==> config.mk <==
export PLATFORM = sky130hd
export DESIGN_NAME = table_pattern_power_generator_top
export DESIGN_NICKNAME = d
export VERILOG_FILES = /design/src/design/tpg_pkg.sv /design/src/design/tpg_arith.sv /design/src/design/table_pattern_power_generator_top.sv
export SDC_FILE = /design/constraint.sdc
export NUM_CORES = 1
export LEC_CHECK = 0
export BUFFER_PORTS_ARGS = -buffer_cell sky130_fd_sc_hd__buf_2
export CAP_MARGIN = 20
export CORE_MARGIN = 4
export CORE_UTILIZATION = 40
export CTS_CLUSTER_SIZE = 16
export DETAILED_ROUTE_END_ITERATION = 8
export SYNTH_ARGS = -nofsm -noshare
export SYNTH_HDL_FRONTEND = slang
export SYNTH_HIERARCHICAL = 1
export SYNTH_SLANG_ARGS = --single-unit
==> constraint.sdc <==
create_clock -name clk -period 7.7 [get_ports clk]
set_input_delay 1.155 -clock clk [delete_from_list [all_inputs] [get_ports clk]]
set_output_delay 1.155 -clock clk [all_outputs]
set_load 0.05 [all_outputs]
==> src/design/tpg_pkg.sv <==
// Shared types, constants and pattern tables of the table pattern power generator.
// No dependencies; used by tpg_arith and table_pattern_power_generator_top.
package tpg_pkg;

	localparam int CNT_BITS_DEF = 12;
	localparam int CFG_IDX_W    = 3;
	localparam int CFG_DATA_W   = 16;
	localparam int PWR_W        = 16;
	localparam int TAG_W        = 16;
	localparam int IDX_W        = 4;
	localparam int OUT_DATA_W   = 40;
	localparam int OFS_W        = 12;
	localparam int SEL_W        = 3;
	localparam int CFG8_W       = 8;
	localparam int DIFF_W       = 17;
	localparam int PROD_W       = 25;
	localparam int QUO_W        = 18;

	localparam logic signed [PWR_W-1:0] LOW_RST   = 16'sd3840;
	localparam logic signed [PWR_W-1:0] HIGH_RST  = 16'sd6400;
	localparam logic [CFG8_W-1:0]       PULSE_RST = 8'd10;
	localparam logic [CFG8_W-1:0]       STEPS_RST = 8'd10;

	typedef enum logic [CFG_IDX_W-1:0] {
		REG_PATTERN = 3'd0,
		REG_LOW     = 3'd1,
		REG_HIGH    = 3'd2,
		REG_PULSE   = 3'd3,
		REG_STEPS   = 3'd4,
		REG_OFFSET  = 3'd5,
		REG_REVERSE = 3'd6
	} cfg_reg_t;

	typedef enum logic [SEL_W-1:0] {
		PAT_RECT    = 3'd0,
		PAT_STAIR4  = 3'd1,
		PAT_STAIR8  = 3'd2,
		PAT_SAW_UP  = 3'd3,
		PAT_SAW_DN  = 3'd4,
		PAT_RAMP    = 3'd5
	} pattern_t;

	// request to the serial multiply / divide unit
	typedef struct packed {
		logic                     start;
		logic                     div_en;
		logic [CFG8_W-1:0]        num;
		logic [CFG8_W-1:0]        den;
		logic signed [DIFF_W-1:0] diff;
	} tpg_req_t;

	function automatic logic [IDX_W-1:0] tbl_len(pattern_t p);
		logic [IDX_W-1:0] n;
		unique case (p)
			PAT_STAIR4: n = 4'd4;
			PAT_STAIR8: n = 4'd8;
			PAT_SAW_UP, PAT_SAW_DN: n = 4'd9;
			default: n = 4'd2;
		endcase
		return n;
	endfunction

	// table level in eighths of the span
	function automatic logic [IDX_W-1:0] tbl_level(pattern_t p, logic [IDX_W-1:0] idx);
		logic [IDX_W-1:0] lv;
		unique case (p)
			PAT_STAIR4: begin
				unique case (idx[1:0])
					2'd0: lv = 4'd4;
					2'd1: lv = 4'd8;
					2'd2: lv = 4'd4;
					default: lv = 4'd0;
				endcase
			end
			PAT_STAIR8: begin
				unique case (idx[2:0])
					3'd0: lv = 4'd4;
					3'd1: lv = 4'd6;
					3'd2: lv = 4'd8;
					3'd3: lv = 4'd6;
					3'd4: lv = 4'd4;
					3'd5: lv = 4'd2;
					3'd6: lv = 4'd0;
					default: lv = 4'd2;
				endcase
			end
			PAT_SAW_UP: lv = idx;
			PAT_SAW_DN: lv = 4'd8 - idx;
			default: lv = idx[0] ? 4'd8 : 4'd0;
		endcase
		return lv;
	endfunction

endpackage

==> src/design/tpg_arith.sv <==
// Serial arithmetic unit: diff * num by shift-add, one multiplier bit per cycle,
// then floor division by den (restoring, one quotient bit per cycle) or by 8.
// Depends on tpg_pkg.
module tpg_arith (
	input  logic                             clk,
	input  logic                             arst_n,
	input  tpg_pkg::tpg_req_t                req,
	output logic                             done,
	output logic signed [tpg_pkg::QUO_W-1:0] quo
);
	import tpg_pkg::*;

	typedef enum logic [2:0] {A_IDLE, A_MUL, A_PREP, A_DIV, A_FIX} astate_t;

	astate_t                    state_q;
	logic [3:0]                 k_q;
	logic signed [PROD_W-1:0]   mcand_q;
	logic signed [PROD_W-1:0]   acc_q;
	logic [CFG8_W-1:0]          mplier_q;
	logic [CFG8_W-1:0]          den_q;
	logic                       div_en_q;
	logic                       neg_q;
	logic [CFG8_W-1:0]          rem_q;
	logic [15:0]                dvd_q;
	logic                       done_q;
	logic signed [QUO_W-1:0]    quo_q;

	logic [PROD_W-1:0]          mag;
	logic [CFG8_W:0]            trial;
	logic                       qbit;
	logic signed [QUO_W-1:0]    qpos;

	always_comb begin
		mag   = acc_q[PROD_W-1] ? (PROD_W'(0) - acc_q) : acc_q;
		trial = {rem_q, dvd_q[15]};
		qbit  = (trial >= {1'b0, den_q});
		qpos  = {2'b00, dvd_q};
	end

	always_ff @(posedge clk or negedge arst_n) begin
		if (!arst_n) begin
			state_q <= A_IDLE;
			k_q     <= '0;
			done_q  <= 1'b0;
		end else begin
			// one-cycle pulse as the result is registered
			done_q <= (state_q == A_FIX);
			unique case (state_q)
				A_IDLE: begin
					if (req.start) begin
						mcand_q  <= PROD_W'(req.diff);
						mplier_q <= req.num;
						den_q    <= req.den;
						div_en_q <= req.div_en;
						acc_q    <= '0;
						k_q      <= '0;
						state_q  <= A_MUL;
					end
				end
				A_MUL: begin
					if (mplier_q[0])
						acc_q <= acc_q + mcand_q;
					mcand_q  <= mcand_q <<< 1;
					mplier_q <= mplier_q >> 1;
					if (k_q == 4'd7) begin
						k_q     <= '0;
						state_q <= div_en_q ? A_PREP : A_FIX;
					end else begin
						k_q <= k_q + 4'd1;
					end
				end
				A_PREP: begin
					// |product| < 2^24 and quotient < 2^16, so the top byte is below den
					neg_q   <= acc_q[PROD_W-1];
					rem_q   <= mag[23:16];
					dvd_q   <= mag[15:0];
					state_q <= A_DIV;
				end
				A_DIV: begin
					rem_q   <= qbit ? CFG8_W'(trial - {1'b0, den_q}) : trial[CFG8_W-1:0];
					dvd_q   <= {dvd_q[14:0], qbit};
					k_q     <= k_q + 4'd1;
					if (k_q == 4'd15)
						state_q <= A_FIX;
				end
				A_FIX: begin
					if (div_en_q) begin
						// floor toward minus infinity for a negative product
						if (neg_q)
							quo_q <= -qpos - QUO_W'(rem_q != '0);
						else
							quo_q <= qpos;
					end else begin
						quo_q <= acc_q[20:3];
					end
					k_q     <= '0;
					state_q <= A_IDLE;
				end
				default: state_q <= A_IDLE;
			endcase
		end
	end

	assign done = done_q;
	assign quo  = quo_q;

endmodule

==> src/design/table_pattern_power_generator_top.sv <==
// Table pattern transmit power generator, top level.
// Depends on tpg_pkg and tpg_arith.
//
// One result per input transfer: tx_power = low + floor((high - low) * level / den),
// saturated to Q8.8. In the table patterns an item passes the step index division, the
// shift-add multiplier and the sequencing states; in the continuous ramp a prep step and
// the restoring divider follow the multiplier. s_tready returns as the result is loaded
// into the output register, which ST_FIN waits for while that register is full and m_tready is low.
// A configuration write to a defined register reloads the phase counter through a serial
// modulo; s_tready stays low meanwhile. A finished result waits in the output register while
// the next item is taken in.
module table_pattern_power_generator_top #(
	parameter int COUNTER_BITS = tpg_pkg::CNT_BITS_DEF
) (
	input  logic                                clk,
	input  logic                                arst_n,
	input  logic                                s_tvalid,
	output logic                                s_tready,
	input  logic [tpg_pkg::TAG_W-1:0]           s_tdata,  // [15:0] frame_tag
	output logic                                m_tvalid,
	input  logic                                m_tready,
	output logic [tpg_pkg::OUT_DATA_W-1:0]      m_tdata,  // [15:0] tx_power, [31:16] tag_echo,
	                                                      // [35:32] step_index, [39:36] zero
	input  logic                                cfg_we,
	input  logic [tpg_pkg::CFG_IDX_W-1:0]       cfg_addr,
	input  logic [tpg_pkg::CFG_DATA_W-1:0]      cfg_wdata
);
	import tpg_pkg::*;

	localparam int CW = (COUNTER_BITS > OFS_W) ? COUNTER_BITS : OFS_W;

	typedef enum logic [2:0] {ST_IDLE, ST_WRAP, ST_IDX, ST_LVL, ST_CALC, ST_FIN} state_t;

	// configuration
	logic [SEL_W-1:0]        pattern_q;
	logic signed [PWR_W-1:0] low_q;
	logic signed [PWR_W-1:0] high_q;
	logic [CFG8_W-1:0]       pulse_q;
	logic [CFG8_W-1:0]       steps_q;
	logic [OFS_W-1:0]        offset_q;
	logic                    reverse_q;

	// reload
	logic                    rl_busy_q;
	logic [3:0]              rl_k_q;
	logic [8:0]              rl_rem_q;

	state_t                  state_q;
	logic [COUNTER_BITS-1:0] cnt_q;
	logic [TAG_W-1:0]        tag_q;
	logic [IDX_W-1:0]        idx_q;
	logic [OFS_W-1:0]        irem_q;
	logic [1:0]              ik_q;

	logic                    m_tvalid_q;
	logic [PWR_W-1:0]        out_pwr_q;
	logic [TAG_W-1:0]        out_tag_q;
	logic [IDX_W-1:0]        out_idx_q;

	pattern_t                sel_n;
	logic                    ramp;
	logic [CFG8_W-1:0]       w_eff;
	logic [CFG8_W-1:0]       d_eff;
	logic [8:0]              period;
	logic [9:0]              rl_trial;
	logic [8:0]              rl_next;
	logic                    cfg_hit;
	logic [OFS_W-1:0]        tbl_lim;
	logic                    wrap;
	logic [COUNTER_BITS-1:0] cnt_w;
	logic [OFS_W-1:0]        dsh;
	logic                    out_free;
	logic signed [18:0]      sum;
	logic [PWR_W-1:0]        sat;

	tpg_req_t                req;
	logic                    ar_done;
	logic signed [QUO_W-1:0] ar_quo;

	always_comb begin
		sel_n    = (pattern_q > SEL_W'(PAT_RAMP)) ? PAT_RECT : pattern_t'(pattern_q);
		ramp     = (sel_n == PAT_RAMP);
		w_eff    = (pulse_q == '0) ? 8'd1 : pulse_q;
		d_eff    = (steps_q == '0) ? 8'd1 : steps_q;
		period   = ramp ? {1'b0, d_eff} : {w_eff, 1'b0};
		rl_trial = {rl_rem_q, offset_q[4'(OFS_W-1) - rl_k_q]};
		rl_next  = (rl_trial >= {1'b0, period}) ? 9'(rl_trial - {1'b0, period}) : rl_trial[8:0];
		cfg_hit  = cfg_we && (cfg_addr <= REG_REVERSE);
		tbl_lim  = OFS_W'(w_eff) * OFS_W'(tbl_len(sel_n));
		if (ramp)
			wrap = (CW'(cnt_q) > CW'(d_eff));
		else
			wrap = (CW'(cnt_q) >= CW'(tbl_lim));
		cnt_w    = wrap ? '0 : cnt_q;
		dsh      = OFS_W'(w_eff) << ik_q;
		out_free = !m_tvalid_q || m_tready;
		sum      = {{3{low_q[PWR_W-1]}}, low_q} + {ar_quo[QUO_W-1], ar_quo};
		if (sum > 19'sd32767)
			sat = 16'h7FFF;
		else if (sum < -19'sd32768)
			sat = 16'h8000;
		else
			sat = sum[PWR_W-1:0];
	end

	always_comb begin
		req.start  = 1'b0;
		req.div_en = 1'b0;
		req.num    = '0;
		req.den    = d_eff;
		req.diff   = {high_q[PWR_W-1], high_q} - {low_q[PWR_W-1], low_q};
		if (state_q == ST_WRAP && ramp) begin
			req.start  = 1'b1;
			req.div_en = 1'b1;
			req.num    = reverse_q ? (d_eff - cnt_w[CFG8_W-1:0]) : cnt_w[CFG8_W-1:0];
		end else if (state_q == ST_LVL) begin
			req.start = 1'b1;
			req.num   = CFG8_W'(tbl_level(sel_n, idx_q));
		end
	end

	tpg_arith u_arith (
		.clk    (clk),
		.arst_n (arst_n),
		.req    (req),
		.done   (ar_done),
		.quo    (ar_quo)
	);

	assign s_tready = (state_q == ST_IDLE) && !rl_busy_q && !cfg_we;

	always_ff @(posedge clk or negedge arst_n) begin
		if (!arst_n) begin
			pattern_q  <= SEL_W'(PAT_RECT);
			low_q      <= LOW_RST;
			high_q     <= HIGH_RST;
			pulse_q    <= PULSE_RST;
			steps_q    <= STEPS_RST;
			offset_q   <= '0;
			reverse_q  <= 1'b0;
			rl_busy_q  <= 1'b0;
			rl_k_q     <= '0;
			rl_rem_q   <= '0;
			state_q    <= ST_IDLE;
			cnt_q      <= '0;
			m_tvalid_q <= 1'b0;
		end else begin
			// ST_FIN reloads the output register itself
			if (m_tvalid_q && m_tready && state_q != ST_FIN)
				m_tvalid_q <= 1'b0;

			if (cfg_we) begin
				unique case (cfg_reg_t'(cfg_addr))
					REG_PATTERN: pattern_q <= cfg_wdata[SEL_W-1:0];
					REG_LOW:     low_q     <= cfg_wdata;
					REG_HIGH:    high_q    <= cfg_wdata;
					REG_PULSE:   pulse_q   <= cfg_wdata[CFG8_W-1:0];
					REG_STEPS:   steps_q   <= cfg_wdata[CFG8_W-1:0];
					REG_OFFSET:  offset_q  <= cfg_wdata[OFS_W-1:0];
					REG_REVERSE: reverse_q <= cfg_wdata[0];
					default: ;
				endcase
			end

			// start_offset mod period, one offset bit per cycle, MSB first
			if (cfg_hit) begin
				rl_busy_q <= 1'b1;
				rl_k_q    <= '0;
				rl_rem_q  <= '0;
			end else if (rl_busy_q) begin
				rl_rem_q <= rl_next;
				rl_k_q   <= rl_k_q + 4'd1;
				if (rl_k_q == 4'(OFS_W-1)) begin
					cnt_q     <= COUNTER_BITS'(rl_next);
					rl_busy_q <= 1'b0;
				end
			end

			unique case (state_q)
				ST_IDLE: begin
					if (s_tvalid && s_tready) begin
						tag_q   <= s_tdata;
						cnt_q   <= cnt_q + COUNTER_BITS'(1);
						state_q <= ST_WRAP;
					end
				end
				ST_WRAP: begin
					cnt_q  <= cnt_w;
					idx_q  <= '0;
					irem_q <= OFS_W'(cnt_w);
					ik_q   <= 2'd3;
					state_q <= ramp ? ST_CALC : ST_IDX;
				end
				ST_IDX: begin
					// step = counter / pulse_width, quotient below 16
					if (irem_q >= dsh) begin
						irem_q       <= irem_q - dsh;
						idx_q[ik_q]  <= 1'b1;
					end
					ik_q <= ik_q - 2'd1;
					if (ik_q == 2'd0)
						state_q <= ST_LVL;
				end
				ST_LVL: state_q <= ST_CALC;
				ST_CALC: begin
					if (ar_done)
						state_q <= ST_FIN;
				end
				ST_FIN: begin
					if (out_free) begin
						out_pwr_q  <= sat;
						out_tag_q  <= tag_q;
						out_idx_q  <= idx_q;
						m_tvalid_q <= 1'b1;
						state_q    <= ST_IDLE;
					end
				end
				default: state_q <= ST_IDLE;
			endcase
		end
	end

	assign m_tvalid = m_tvalid_q;
	assign m_tdata  = {4'b0000, out_idx_q, out_tag_q, out_pwr_q};

	// step index never leaves the longest table
	a_idx_range: assert property (@(posedge clk) disable iff (!arst_n)
		m_tvalid_q |-> (out_idx_q <= 4'd8))
		else $error("step index out of range");

	a_ramp_idx: assert property (@(posedge clk) disable iff (!arst_n)
		(m_tvalid_q && ramp) |-> (out_idx_q == '0))
		else $error("nonzero step index in ramp mode");

	a_cnt_bound: assert property (@(posedge clk) disable iff (!arst_n)
		(state_q == ST_IDLE && !rl_busy_q && !ramp) |-> (CW'(cnt_q) < CW'(tbl_lim)))
		else $error("phase counter beyond table period");

	a_done_calc: assert property (@(posedge clk) disable iff (!arst_n)
		ar_done |-> (state_q == ST_CALC))
		else $error("arithmetic result outside calc state");

endmodule

==> results.ini <==
[run_status]
status=complete, no violations

[sta]
fin_crit_sh=0.9361
finalClockSkew_ns=0.02679
rsz0062_at_grt=no
relSlewSlack=0.2401
setup_violations=0
final-max-slew-violation-count=0
worst_slew_pin_slew_ns=1.140
setup_tns_ns=0
hold_violations=0
period_needed_ns=7.208
clock.fmax_mhz=138.7

[synthesis]
synthTopCellsByCount=nand2_1, edfxtp_1, ha_1, nor2_1, o21ai_0
ys_warn_count=6
synth_edf_count=180
synth_seq_cells=282
syn_avg_cell_area_sq_um=9.776
synth_top_area_share=0.2784
async_flop_share=0.3617
synth_area_sq_mm=0.01941
synth.distinct_cells=86
synthFlopType=edfxtp_1
yosysMostFrequentCell=nand2_1
synth_area_leader_cell=edfxtp_1
seq_area_frac_synth=0.4106
synth_area_leaders=edfxtp_1, dfrtp_1, ha_1
syn-instance-count=1986

[worst_setup_path]
setup.worst_path.end=u_arith/mplier_q[7]
r2r_end=u_arith/mplier_q[7]
r2r_setup_slack_ns=0.49
critPathArrivalTime_ns=7.50
crit_path_start_kind=register
path_max_fanout=18
path_common_cell=a21oi_1
cpPeakStageDelay_ns=0.54
required_ns=8.00
reg2reg_depth=31
r2r-start=pulse_q[4]
crit_path_top_delay_cell=fa_1
cp-end-kind=register
crit_type=reg -> reg
critPathLaunch=pulse_q[4]

[detailed_routing]
post-route-drc-count=0
wl_per_cell_um=18.85
totalWireLength_um=50700
final_antenna_net_count=0
via_per_inst=5.561
num_vias=14959
drt_iter0_markers=954
first_pass_iters=5

[global_route]
grt.met2_usage=0.3266
antenna_found_initial=0
grt_use_met3=0.03016
grt_start_max_net_pins=64
grt-ovfl-total=0
track_usage=0.1916
top_usage_layer=met2
use_met1=0.2534
grt_pass1_wl_um=81720
grt_pass1_vias=15082

[placed_design]
placed_area_sq_mm=0.02045
gp_congestion=0.9303
place_inst=2625
io_buffer_count=77
dp_hpwl_um=38050

[finish]
final_cells=2690
final_nets=2270
area_delta_synth_final_pct=11.41
design_area_sq_mm=0.02163
drive_above_1_share=0.1340

[cts]
cts_tree=built
clk_latency_ns=0.56
cts-htree-levels=2
cts_buffer_depth=3
clock_sinks=282
cts_buffers=35
root_buffer=clkbuf_16
clk_pin_slew_worst_paths_ns=0.06

[floorplan]
die_w_um=228.3
fp-row-count=80
start_util=0.4058
dieHeight_um=228.3
core_sq_mm=0.04785
design.die.area_sq_mm=0.05213
io_pins=82

[pwr]
ir_drop_uv=193.2
powerDensity_mw_per_mm2=253.7
p_leak_nw=9.146

[flow_run]
max_cap_viol_count=0

[hold_path]
hp-class=reg -> reg

==> kinds of logic (layout without fill, tap and decap cells) <==
kind of cell             count (synthesis)  after routing  share of synthesized area
AO/OA/AOI/OAI                          492            492                     0.1645
XOR/XNOR                               110            110                    0.05001
adder cells (fa/ha/maj)                183            183                     0.1253
buffers and inverters                  214            299                    0.04408
flip-flops                             282            282                     0.4106
multiplexers                            93             93                    0.05381
other                                    1              5                  0.0001932
AND/OR/NAND/NOR                        611            611                     0.1515
==> stage by stage <==
stage	total power, mW	utilization	setup WS (ns)	hold slack, ns
global placement	3.766	0.4273	0.4328	0.4017
detailed placement	3.819	0.4273	0.3245	0.4045
floorplan	3.354	-	0.8144	0.4003
global route	5.853	0.4520	0.01154	0.4242
finish	5.487	0.4521	0.4920	0.4179
CTS	5.521	0.4516	0.2931	0.4184
==> per-layer routing <==
layer | part of all wire | vias up
li1 | - | 7275
met1 | 0.45 | 7314
met2 | 0.48 | 296
met3 | 0.040 | 74
met4 | 0.026 | 0
met5 | 0 | -
==> state kept, by name, indices dropped and copies added, names as in the netlist, 16 cells and up <==
register and count:
tag_q 16, u_arith/dvd_q 16, u_arith/mcand_q 25, out_pwr_q 16, u_arith/quo 18, out_tag_q 16
high_q 16, u_arith/acc_q 25, low_q 16
==> area by class of cell <==
class                      count  area (sq um)
antenna                        1         2.502
clock buffer                  41         918.4
clock inverter                23         241.5
fill                        4547         26220
inverter                     131         491.7
multi-input combinational   1493         10640
sequential                   282          7974
tap                          615         769.5
timing repair buffer         104         590.6
==> worst max-delay path: cells and delay by family, from the launching register on <==
family	cells	cell delay [ns]
AO/OA/AOI/OAI	11	2.09
XOR/XNOR	3	0.50
adder cells (fa/ha/maj)	5	1.96
buffers and inverters	2	0.31
flip-flops	1	0.47
AND/OR/NAND/NOR	10	1.62
==> cell usage in the layout (no fill, tap or decap), types with 19 or more instances in the layout <==
cell / Yosys / final
a21o_1: 50 / 50
a21oi_1: 132 / 131
and2_1: 21 / 21
buf_2: 5 / 76
buf_4: 6 / 28
clkbuf_16: 0 / 35
dfrtp_1: 91 / 89
edfxtp_1: 180 / 180
fa_1: 19 / 19
ha_1: 164 / 164
inv_1: 130 / 130
mux2_2: 51 / 51
mux2i_1: 38 / 38
nand2_1: 214 / 214
nand2b_1: 19 / 19
nand3_1: 32 / 32
nor2_1: 144 / 142
nor2b_1: 46 / 46
nor3_1: 26 / 26
o21ai_0: 134 / 134
xnor2_1: 61 / 60
xor2_1: 48 / 48
==> timing repair <==
| item | CTS | global route |
|---|---|---|
| hold buffers | 0 | 0 |
| endpoints found under the hold margin | 0 | 0 |
| resized for setup | 0 | 6 |
| endpoints found under the setup margin | 0 | 3 |
| buffers inserted | 0 | 0 |
==> how the worst min path moves through the flow <==
| stage | startpoint | endpoint | slack [ns] | cells after the start |
|---|---|---|---|---|
| detailed placement | tag_q[13] | out_tag_q[13] | 0.40 | 0 |
| finish | tag_q[4] | out_tag_q[4] | 0.42 | 0 |
| global route | tag_q[13] | out_tag_q[13] | 0.42 | 0 |
| CTS | tag_q[4] | out_tag_q[4] | 0.42 | 0 |
| global placement | tag_q[5] | out_tag_q[5] | 0.40 | 0 |
| floorplan | tag_q[0] | out_tag_q[0] | 0.40 | 0 |
==> power breakdown <==
part | internal [mW] | switching, mW | total, mW
clock | 0.973 | 0.694 | 1.67
combinational | 0.821 | 1.10 | 1.92
sequential | 1.77 | 0.125 | 1.90
Power figures use the tool's default switching activity.
